[src/hw/rtl/rps_pkg.sv]
`timescale 1ns / 1ps
// Rail patrol speed sequencer: shared types, codes and speed constants.
// No dependencies; used by rps_tick and rail_patrol_speed_sequencer_core.

package rps_pkg;

   // Configuration register indexes
   localparam int unsigned CSR_INDEX_W = 3;
   localparam logic [CSR_INDEX_W-1:0] REG_LEFT_SLOW_EDGE        = 3'd0;
   localparam logic [CSR_INDEX_W-1:0] REG_RIGHT_SLOW_EDGE       = 3'd1;
   localparam logic [CSR_INDEX_W-1:0] REG_FEINT_POINT_RIGHTWARD = 3'd2;
   localparam logic [CSR_INDEX_W-1:0] REG_FEINT_POINT_LEFTWARD  = 3'd3;
   localparam logic [CSR_INDEX_W-1:0] REG_PAUSE_TICKS           = 3'd4;

   // Register reset values
   localparam logic [15:0] LEFT_SLOW_EDGE_RST        = 16'd4000;
   localparam logic [15:0] RIGHT_SLOW_EDGE_RST       = 16'd18469;
   localparam logic [15:0] FEINT_POINT_RIGHTWARD_RST = 16'd14200;
   localparam logic [15:0] FEINT_POINT_LEFTWARD_RST  = 16'd9000;
   localparam logic [15:0] PAUSE_TICKS_RST           = 16'd100;

   // End sensor and limit switch codes
   localparam logic [1:0] ES_IDLE  = 2'd0;
   localparam logic [1:0] ES_LEFT  = 2'd1;
   localparam logic [1:0] ES_RIGHT = 2'd2;
   localparam logic [1:0] LS_LEFT  = 2'd1;
   localparam logic [1:0] LS_RIGHT = 2'd2;

   // Speed magnitudes
   localparam logic [12:0] SPEED_BASE  = 13'd1500;
   localparam logic [12:0] SPEED_FEINT = 13'd1800;
   localparam logic [12:0] SPEED_2000  = 13'd2000;
   localparam logic [12:0] SPEED_2400  = 13'd2400;
   localparam logic [12:0] SPEED_2500  = 13'd2500;
   localparam logic [12:0] SPEED_3000  = 13'd3000;
   localparam logic [12:0] SPEED_3200  = 13'd3200;
   localparam logic [12:0] SPEED_3600  = 13'd3600;
   localparam logic [12:0] SPEED_4000  = 13'd4000;
   localparam logic [12:0] SPEED_4200  = 13'd4200;
   localparam logic [12:0] SPEED_4300  = 13'd4300;
   localparam logic [12:0] SPEED_4800  = 13'd4800;
   localparam logic [12:0] SPEED_MAX   = 13'd5200;

   // Run ramp thresholds
   localparam logic [15:0] RUN_T60  = 16'd60;
   localparam logic [15:0] RUN_T100 = 16'd100;
   localparam logic [15:0] RUN_T200 = 16'd200;
   localparam logic [15:0] RUN_T300 = 16'd300;
   localparam logic [15:0] RUN_T350 = 16'd350;
   localparam logic [15:0] RUN_T480 = 16'd480;
   localparam logic [15:0] RUN_T810 = 16'd810;

   // Feint timing
   localparam logic [10:0] FEINT_TURN_TICKS = 11'd50;
   localparam logic [10:0] FEINT_T100       = 11'd100;
   localparam logic [10:0] FEINT_T200       = 11'd200;
   localparam logic [10:0] FEINT_T300       = 11'd300;
   localparam logic [10:0] FEINT_T400       = 11'd400;
   localparam logic [10:0] FEINT_T500       = 11'd500;
   localparam logic [10:0] FEINT_T600       = 11'd600;
   localparam logic [10:0] FEINT_T700       = 11'd700;
   localparam logic [10:0] FEINT_END_TICKS  = 11'd1000;

   typedef struct packed {
      logic [15:0] left_slow_edge;
      logic [15:0] right_slow_edge;
      logic [15:0] feint_point_rightward;
      logic [15:0] feint_point_leftward;
      logic [15:0] pause_ticks;
   } rps_cfg_type;

   typedef struct packed {
      logic [1:0]  end_sensors;
      logic [1:0]  limit_switch;
      logic [15:0] rail_position;
      logic        coin_rightward;
      logic        coin_leftward;
      logic        drive_enable;
   } rps_item_type;

   typedef struct packed {
      logic signed [13:0] speed_setpoint;
      logic               drive_active;
   } rps_result_type;

   typedef struct packed {
      logic [15:0]        pause_count;
      logic [15:0]        run_count;
      logic               heading_left;
      logic signed [13:0] held_setpoint;
      logic [15:0]        previous_position;
      logic               feint_right_busy;
      logic [10:0]        feint_right_count;
      logic               feint_left_busy;
      logic [10:0]        feint_left_count;
   } rps_state_type;

   function automatic logic signed [13:0] to_speed(input logic heading_left,
                                                   input logic [12:0] mag);
      logic signed [13:0] m;
      m = signed'({1'b0, mag});
      return heading_left ? -m : m;
   endfunction

endpackage

[src/hw/rtl/rps_tick.sv]
`timescale 1ns / 1ps
// Next-state and result logic for one tick of the rail patrol sequencer.
// Depends on rps_pkg. Purely combinational; registered by the top level.

module rps_tick (
   input  rps_pkg::rps_cfg_type    cfg_i,
   input  rps_pkg::rps_state_type  state_i,
   input  rps_pkg::rps_item_type   item_i,
   output rps_pkg::rps_state_type  state_o,
   output rps_pkg::rps_result_type result_o
);

   function automatic logic [12:0] feint_mag(input logic [10:0] c);
      logic [12:0] m;
      m = '0;
      if      (c > rps_pkg::FEINT_T700) m = rps_pkg::SPEED_MAX;
      else if (c > rps_pkg::FEINT_T600) m = rps_pkg::SPEED_4800;
      else if (c > rps_pkg::FEINT_T500) m = rps_pkg::SPEED_4200;
      else if (c > rps_pkg::FEINT_T400) m = rps_pkg::SPEED_3600;
      else if (c > rps_pkg::FEINT_T300) m = rps_pkg::SPEED_3000;
      else if (c > rps_pkg::FEINT_T200) m = rps_pkg::SPEED_2400;
      else if (c > rps_pkg::FEINT_T100) m = rps_pkg::SPEED_FEINT;
      return m;
   endfunction

   function automatic logic [16:0] sat_inc16(input logic [15:0] v);
      logic [16:0] r;
      r = {1'b0, (v == '1) ? v : v + 16'd1};
      return r;
   endfunction

   function automatic logic [10:0] sat_inc11(input logic [10:0] v);
      return (v == '1) ? v : v + 11'd1;
   endfunction

   logic [15:0]           pos;
   logic                  seg_left;
   logic                  seg_right;
   logic                  ramp_hit;
   logic [12:0]           ramp_mag;
   logic [16:0]           run_inc;
   logic [16:0]           pause_inc;
   rps_pkg::rps_state_type nxt;

   assign pos       = item_i.rail_position;
   assign seg_left  = pos < cfg_i.left_slow_edge;
   assign seg_right = !seg_left && (pos > cfg_i.right_slow_edge);
   assign run_inc   = sat_inc16(state_i.run_count);
   assign pause_inc = sat_inc16(state_i.pause_count);

   always_comb begin
      nxt = state_i;

      // pause / run counters and heading from end sensors
      if (item_i.end_sensors == rps_pkg::ES_IDLE) begin
         nxt.pause_count = '0;
         nxt.run_count   = run_inc[15:0];
      end else if (item_i.end_sensors == rps_pkg::ES_LEFT ||
                   item_i.limit_switch == rps_pkg::LS_LEFT) begin
         nxt.pause_count  = pause_inc[15:0];
         nxt.run_count    = '0;
         nxt.heading_left = 1'b0;
      end else if (item_i.end_sensors == rps_pkg::ES_RIGHT ||
                   item_i.limit_switch == rps_pkg::LS_RIGHT) begin
         nxt.pause_count  = pause_inc[15:0];
         nxt.run_count    = '0;
         nxt.heading_left = 1'b1;
      end else begin
         nxt.pause_count = 16'd1;
         nxt.run_count   = '0;
      end

      // run ramp
      ramp_hit = 1'b1;
      ramp_mag = rps_pkg::SPEED_2000;
      if (nxt.run_count > rps_pkg::RUN_T480 && nxt.run_count < rps_pkg::RUN_T810)
         ramp_mag = rps_pkg::SPEED_MAX;
      else if (nxt.run_count > rps_pkg::RUN_T350) ramp_mag = rps_pkg::SPEED_4300;
      else if (nxt.run_count > rps_pkg::RUN_T300) ramp_mag = rps_pkg::SPEED_4000;
      else if (nxt.run_count > rps_pkg::RUN_T200) ramp_mag = rps_pkg::SPEED_3200;
      else if (nxt.run_count > rps_pkg::RUN_T100) ramp_mag = rps_pkg::SPEED_2500;
      else if (nxt.run_count > rps_pkg::RUN_T60)  ramp_mag = rps_pkg::SPEED_2000;
      else ramp_hit = 1'b0;

      if (nxt.pause_count != '0 && nxt.pause_count < cfg_i.pause_ticks &&
          nxt.run_count == '0) begin
         nxt.held_setpoint = '0;
      end else if (nxt.pause_count > cfg_i.pause_ticks && nxt.run_count == '0) begin
         nxt.held_setpoint = rps_pkg::to_speed(nxt.heading_left, rps_pkg::SPEED_BASE);
      end else if (nxt.pause_count == '0 && ramp_hit) begin
         nxt.held_setpoint = rps_pkg::to_speed(nxt.heading_left, ramp_mag);
      end

      // rightward feint: turns to the left
      if (item_i.coin_rightward) begin
         if (state_i.previous_position < cfg_i.feint_point_rightward &&
             pos >= cfg_i.feint_point_rightward &&
             !nxt.heading_left && !nxt.feint_right_busy) begin
            nxt.feint_right_count = '0;
            nxt.held_setpoint     = rps_pkg::to_speed(nxt.heading_left,
                                                      rps_pkg::SPEED_FEINT);
            nxt.feint_right_busy  = 1'b1;
         end
         if (nxt.feint_right_busy) begin
            nxt.feint_right_count = sat_inc11(nxt.feint_right_count);
            if (nxt.feint_right_count > rps_pkg::FEINT_TURN_TICKS) begin
               nxt.heading_left  = 1'b1;
               nxt.held_setpoint = rps_pkg::to_speed(1'b1,
                                                     feint_mag(nxt.feint_right_count));
            end
         end
         if (nxt.feint_right_count > rps_pkg::FEINT_END_TICKS) begin
            nxt.feint_right_busy  = 1'b0;
            nxt.feint_right_count = '0;
         end
      end

      // leftward feint: turns to the right
      if (item_i.coin_leftward) begin
         if (state_i.previous_position >= cfg_i.feint_point_leftward &&
             pos < cfg_i.feint_point_leftward &&
             nxt.heading_left && !nxt.feint_left_busy) begin
            nxt.feint_left_count = '0;
            nxt.held_setpoint    = rps_pkg::to_speed(nxt.heading_left,
                                                     rps_pkg::SPEED_FEINT);
            nxt.feint_left_busy  = 1'b1;
         end
         if (nxt.feint_left_busy) begin
            nxt.feint_left_count = sat_inc11(nxt.feint_left_count);
            if (nxt.feint_left_count > rps_pkg::FEINT_TURN_TICKS) begin
               nxt.heading_left  = 1'b0;
               nxt.held_setpoint = rps_pkg::to_speed(1'b0,
                                                     feint_mag(nxt.feint_left_count));
            end
         end
         if (nxt.feint_left_count > rps_pkg::FEINT_END_TICKS) begin
            nxt.feint_left_busy  = 1'b0;
            nxt.feint_left_count = '0;
         end
      end

      // end segment clamp
      if (nxt.heading_left && seg_left)
         nxt.held_setpoint = rps_pkg::to_speed(1'b1, rps_pkg::SPEED_BASE);
      if (!nxt.heading_left && seg_right)
         nxt.held_setpoint = rps_pkg::to_speed(1'b0, rps_pkg::SPEED_BASE);

      if (!item_i.drive_enable) nxt.run_count = '0;
      nxt.previous_position = pos;

      state_o = nxt;
      result_o.speed_setpoint = item_i.drive_enable ? nxt.held_setpoint : 14'sd0;
      result_o.drive_active   = item_i.drive_enable;
   end

endmodule

[src/hw/rtl/rail_patrol_speed_sequencer_core.sv]
`timescale 1ns / 1ps
// Rail patrol speed sequencer, top level: stream ports, config registers,
// input and result registers. Depends on rps_pkg and rps_tick.

// One transaction per control tick turns end-sensor, limit, position, coin and
// enable bits into a signed wheel speed setpoint and an active flag. The block
// takes a new transaction every clock cycle while rsp_ is not back-pressured;
// each result passes the input register, the tick logic and then the result
// register. Back-pressure on rsp_ stalls the input register, which in turn
// drops req_tready. The user must write config registers through csr_ only
// while no transaction is in flight; the block itself does not enforce it.

module rail_patrol_speed_sequencer_core (
   input  logic        clock,
   input  logic        reset,
   input  logic        req_tvalid,
   output logic        req_tready,
   // [1:0] end_sensors, [3:2] limit_switch, [19:4] rail_position,
   // [20] coin_rightward, [21] coin_leftward, [22] drive_enable, [23] zero
   input  logic [23:0] req_tdata,
   output logic        rsp_tvalid,
   input  logic        rsp_tready,
   // [13:0] speed_setpoint (signed), [14] drive_active, [15] zero
   output logic [15:0] rsp_tdata,
   input  logic        csr_we,
   input  logic [rps_pkg::CSR_INDEX_W-1:0] csr_index,
   input  logic [15:0] csr_wdata
);

   rps_pkg::rps_cfg_type    cfg_ff, cfg_in;
   rps_pkg::rps_state_type  state_ff, state_in, state_next;
   rps_pkg::rps_item_type   item_ff, item_in;
   rps_pkg::rps_result_type result_ff, result_in, result_next;
   logic                    in_valid_ff, in_valid_in;
   logic                    out_valid_ff, out_valid_in;
   logic                    advance;
   logic                    req_take;

   assign advance    = in_valid_ff && (!out_valid_ff || rsp_tready);
   assign req_tready = !in_valid_ff || advance;
   assign req_take   = req_tvalid && req_tready;
   assign rsp_tvalid = out_valid_ff;
   assign rsp_tdata  = {1'b0, result_ff.drive_active, result_ff.speed_setpoint};

   rps_tick u_tick (
      .cfg_i    (cfg_ff),
      .state_i  (state_ff),
      .item_i   (item_ff),
      .state_o  (state_next),
      .result_o (result_next)
   );

   always_comb begin
      cfg_in = cfg_ff;
      if (csr_we) begin
         unique case (csr_index)
            rps_pkg::REG_LEFT_SLOW_EDGE:        cfg_in.left_slow_edge        = csr_wdata;
            rps_pkg::REG_RIGHT_SLOW_EDGE:       cfg_in.right_slow_edge       = csr_wdata;
            rps_pkg::REG_FEINT_POINT_RIGHTWARD: cfg_in.feint_point_rightward = csr_wdata;
            rps_pkg::REG_FEINT_POINT_LEFTWARD:  cfg_in.feint_point_leftward  = csr_wdata;
            rps_pkg::REG_PAUSE_TICKS:           cfg_in.pause_ticks           = csr_wdata;
            default: ;
         endcase
      end
   end

   always_comb begin
      item_in.end_sensors    = req_tdata[1:0];
      item_in.limit_switch   = req_tdata[3:2];
      item_in.rail_position  = req_tdata[19:4];
      item_in.coin_rightward = req_tdata[20];
      item_in.coin_leftward  = req_tdata[21];
      item_in.drive_enable   = req_tdata[22];
      if (!req_take) item_in = item_ff;

      in_valid_in  = req_take ? 1'b1 : (advance ? 1'b0 : in_valid_ff);
      out_valid_in = advance ? 1'b1 : (rsp_tready ? 1'b0 : out_valid_ff);
      state_in     = advance ? state_next : state_ff;
      result_in    = advance ? result_next : result_ff;
   end

   always_ff @(posedge clock) begin
      if (reset) begin
         cfg_ff.left_slow_edge        <= rps_pkg::LEFT_SLOW_EDGE_RST;
         cfg_ff.right_slow_edge       <= rps_pkg::RIGHT_SLOW_EDGE_RST;
         cfg_ff.feint_point_rightward <= rps_pkg::FEINT_POINT_RIGHTWARD_RST;
         cfg_ff.feint_point_leftward  <= rps_pkg::FEINT_POINT_LEFTWARD_RST;
         cfg_ff.pause_ticks           <= rps_pkg::PAUSE_TICKS_RST;
         state_ff                     <= '0;
         in_valid_ff                  <= 1'b0;
         out_valid_ff                 <= 1'b0;
      end else begin
         cfg_ff       <= cfg_in;
         state_ff     <= state_in;
         in_valid_ff  <= in_valid_in;
         out_valid_ff <= out_valid_in;
      end
   end

   always_ff @(posedge clock) begin
      item_ff   <= item_in;
      result_ff <= result_in;
   end

   // a feint counter only runs while its feint is busy
   a_right_count_idle: assert property (@(posedge clock) disable iff (reset)
      !state_ff.feint_right_busy |-> state_ff.feint_right_count == '0)
      else $error("right feint count nonzero while idle");

   a_left_count_idle: assert property (@(posedge clock) disable iff (reset)
      !state_ff.feint_left_busy |-> state_ff.feint_left_count == '0)
      else $error("left feint count nonzero while idle");

   a_inactive_zero: assert property (@(posedge clock) disable iff (reset)
      out_valid_ff && !result_ff.drive_active |-> result_ff.speed_setpoint == 14'sd0)
      else $error("nonzero setpoint while drive inactive");

   a_speed_range: assert property (@(posedge clock) disable iff (reset)
      out_valid_ff |-> (result_ff.speed_setpoint <= 14'sd5200 &&
                        result_ff.speed_setpoint >= -14'sd5200))
      else $error("setpoint out of range");

   a_stall_holds_state: assert property (@(posedge clock) disable iff (reset)
      out_valid_ff && !rsp_tready |=> $stable(state_ff))
      else $error("sequencer state moved during output stall");

endmodule

[config.mk]
export PLATFORM = sky130hd
export DESIGN_NAME = rail_patrol_speed_sequencer_core
export DESIGN_NICKNAME = d
export VERILOG_FILES = /design/src/hw/rtl/rps_pkg.sv /design/src/hw/rtl/rps_tick.sv /design/src/hw/rtl/rail_patrol_speed_sequencer_core.sv
export SDC_FILE = /design/constraint.sdc
export NUM_CORES = 1
export LEC_CHECK = 0
export BUFFER_PORTS_ARGS = -buffer_cell sky130_fd_sc_hd__buf_4
export CORE_ASPECT_RATIO = 2
export CORE_MARGIN = 2
export CORE_UTILIZATION = 35
export DETAILED_ROUTE_END_ITERATION = 10
export PLACE_DENSITY = 0.53
export RECOVER_POWER = 100
export SETUP_SLACK_MARGIN = 0.2
export SYNTH_ARGS = -nofsm -noshare
export SYNTH_HDL_FRONTEND = slang
export SYNTH_SLANG_ARGS = --single-unit
export TNS_END_PERCENT = 30
[constraint.sdc]
create_clock -name clock -period 19.94 [get_ports clock]
set_input_delay 5.982 -clock clock [delete_from_list [all_inputs] [get_ports clock]]
set_output_delay 5.982 -clock clock [all_outputs]
set_load 0.005 [all_outputs]
==> metrics.txt <==
initial antenna violation count=0; Core Box Area=0.0411 mm²; final setup fails=0; post-CTS setup buffers=0; Hold Path Stages=2; Die Height=293 µm; Final ANT Viol Nets=0; ys async rst share=0%; ys flop type=dfxtp_1; Post-synth EDFFs=38; Seq pwr share=between 40% and 50%; net count after synthesis=just over 2000; Setup crit end=state_ff[67]$_SDFFE_PP0P_; reg2reg end=state_ff[51]$_SDFFE_PP0P_; clock latency on the worst-skew pair=around 540 ps; Antenna Cells=0; Bufs on Longest Clock Path=3; Pint=about 740 µW; CP startpoint=rsp_tready; register area share after synthesis=a little under a third; CP Class=input port to flip-flop; syn_area_per_cell=a little under 8 µm²; data arrival time of the worst path=between 10000 and 15000 ps; FF-to-FF path depth=27; Worst Tran Pin Value=between 3000 and 4000 ps; final wirelength=slightly above 50000 µm; fin nets=slightly above 2000; Distinct cells, synth=roughly 100; DRT Pass-1 Iters=5; row cnt=105; initial DRC count=approximately 850; Seq cells post-synth=approximately 210; routed len/inst=roughly 21 µm; share of cells above drive strength 1=under 10%; Mapped Area=about 0.015 mm²; VDD IR max=between 0.06 and 0.07 mV; most frequent cells in the layout=328 x nand2_1, 177 x a21oi_1, 169 x dfxtp_1; Leak=just over 0.006 µW; commonest non-fill, non-tap cell in the layout=nand2_1; final hold vios=0; warning count from the yosys run=0; Sw Share=a little over a quarter; Layout area overhead=9.38%; DRC viols=0; Final TNS setup=0 ps; Worst Hold Slack=about 450 ps; Slew Limit Fails=around 320; failing checks=max-capacitance violations, max-slew violations; CTS tree=yes; Tmin final=12550 ps; hold crit path type=flip-flop to flip-flop; I/O Pins=66; Critical Path RT=slightly above 20000 ps; first-pass GRT wire length=around 77000 µm; Initial Util=35.5%; GRT Total Usage=between 20% and 30%; clock root buffer master=clkbuf_16; CTS sink count=approximately 210; crit end category=flip-flop; post-route clock period utilization=63.0%; cells after synthesis=1892; global route total overflow=0; IO Port Bufs=between 60 and 70; CTS resizes=0; dpl hpwl=about 39000 µm; Via Count=14100; PwrDens=around 63 mW/mm²; relative slew slack=-146%; vias in the first global route=13600; largest net degree at the start of global routing=81; Clock Power Share=between 40 and 50%; Die ar.=0.0435 mm²; Fin Clk Skew=19.8 ps; outcome=complete, but fails checks; RSZ-0062 raised after global routing=false; Die W=~150 µm; hold buffers post-CTS=0; # Max-Cap Violations=6; worst reg2reg setup slack=around 9400 ps; vias per inst=~5.8; CTS buffer count=22; Critical R2R Launch=cfg_ff[34]$_SDFFE_PP0P_; GPL Wtd Cong=0.985; H-tree levels=1; f_max=79.7 MHz; clock-pin transition on the worst setup and hold timing paths=~70 ps; NetSw=273 µW; crit-path max FO=68; combinational power share=a little under an eighth; startpoint types=input port
==> cell families (layout without fill, tap and decap cells) <==
group | after synthesis | after routing | share of synthesized area (%)
buffers and inverters | 223 | 220 | 6.34
AO/OA/AOI/OAI | 522 | 522 | 24.4
flip-flops | 207 | 207 | 31.0
multiplexers | 16 | 16 | 1.13
XOR/XNOR | 28 | 28 | 1.68
AND/OR/NAND/NOR | 780 | 780 | 25.6
adder cells (fa/ha/maj) | 115 | 115 | 9.85
other | 1 | 1 | 0.0257
==> per-layer routing <==
layer  track usage [%]  up-vias  share of wire, %
met5                 0        -                 0
met4              14.7        0               7.4
met3              1.82      175               3.2
met2              46.5      430                56
met1              20.9     6636                34
li1                  -     6813                 -
==> cell usage after synthesis, types with 8 or more instances <==
master,count,area [µm²]
and4_1,12,105
mux2i_1,12,120
a211o_1,19,166
nand2_1,328,1230
o2111ai_1,8,70.1
a211oi_1,24,180
o2bb2ai_1,10,87.6
clkbuf_1,83,312
a311oi_1,8,70.1
nand3b_1,21,158
a21oi_1,177,886
o211ai_1,13,97.6
xor2_1,9,78.8
nand3_1,46,230
o21a_1,14,105
ha_1,115,1440
o22ai_1,11,68.8
nor2_1,145,544
inv_1,104,390
or2_2,12,75.1
buf_2,14,70.1
xnor2_1,19,166
o21ai_0,58,290
nand4_1,38,238
o31ai_1,14,105
nor2b_1,9,56.3
nor3_1,44,220
nand2b_1,15,93.8
dfxtp_1,169,3380
or3_1,13,81.3
and2_1,19,119
a31oi_1,32,200
and3_1,23,144
edfxtp_1,38,1140
nor4_1,15,93.8
a21o_1,27,203
==> metrics by stage <==
step | instances | power, µW | instance area, µm² | worst slack, ps | utilization [%]
after floorplan | 1892 | 527 | 14600 | 7710 | -
after global placement | 2384 | 577 | 15300 | 7440 | 37.3
after detailed placement | 2384 | 578 | 15300 | 7410 | 37.3
after CTS | 2424 | 1030 | 16100 | 7410 | 39.1
after global routing | 2424 | 1050 | 16000 | 6890 | 38.9
final | 2424 | 1010 | 16000 | 7390 | 38.9
==> power groups by stage <==
stage | Sequential, µW | Clock [µW] | Combinational (µW)
after detailed placement | 462 | 0 | 117
after floorplan | 455 | 0 | 72.2
after global placement | 461 | 0 | 115
after CTS | 452 | 459 | 117
final | 452 | 445 | 115
after global routing | 454 | 472 | 127
==> worst max-delay path, stage by stage <==
cell,delay [ps]
clkbuf_4,110
nor2b_1,210
nand2b_2,160
clkbuf_1,2300
inv_1,1080
clkbuf_1,1550
nand3_1,1070
nor2_1,90
a21oi_1,160
nor2_1,70
==> sequential cells by signal, indices dropped and copies added (netlist names) <==
signal	cells
rsp_tdata	15
cfg_ff	80
in_valid_ff	1
rsp_tvalid	1
item_ff	23
state_ff	87
==> layout make-up <==
type	instances	area, µm²
fill	4313	25100
multi-input combinational	1462	9140
sequential	207	4520
tap	535	669
clock buffer	31	626
timing repair buffer	74	495
inverter	106	398
clock inverter	9	133
==> how the worst min path moves through the flow <==
| stage | start | to | slack (ps) |
|---|---|---|---|
| 2_1_floorplan | state_ff[53]$_SDFFE_PP0P_ | state_ff[53]$_SDFFE_PP0P_ | 430 |
| 3_3_place_gp | cfg_ff[78]$_SDFFE_PP0P_ | cfg_ff[78]$_SDFFE_PP0P_ | 440 |
| 3_5_place_dp | cfg_ff[47]$_SDFFE_PP0P_ | cfg_ff[47]$_SDFFE_PP0P_ | 450 |
| 4_1_cts | cfg_ff[78]$_SDFFE_PP0P_ | cfg_ff[78]$_SDFFE_PP0P_ | 460 |
| 5_1_grt | cfg_ff[60]$_SDFFE_PP0P_ | cfg_ff[60]$_SDFFE_PP0P_ | 470 |
| 6_report | cfg_ff[76]$_SDFFE_PP0P_ | cfg_ff[76]$_SDFFE_PP0P_ | 450 |
(Power assumes the default switching activity.)
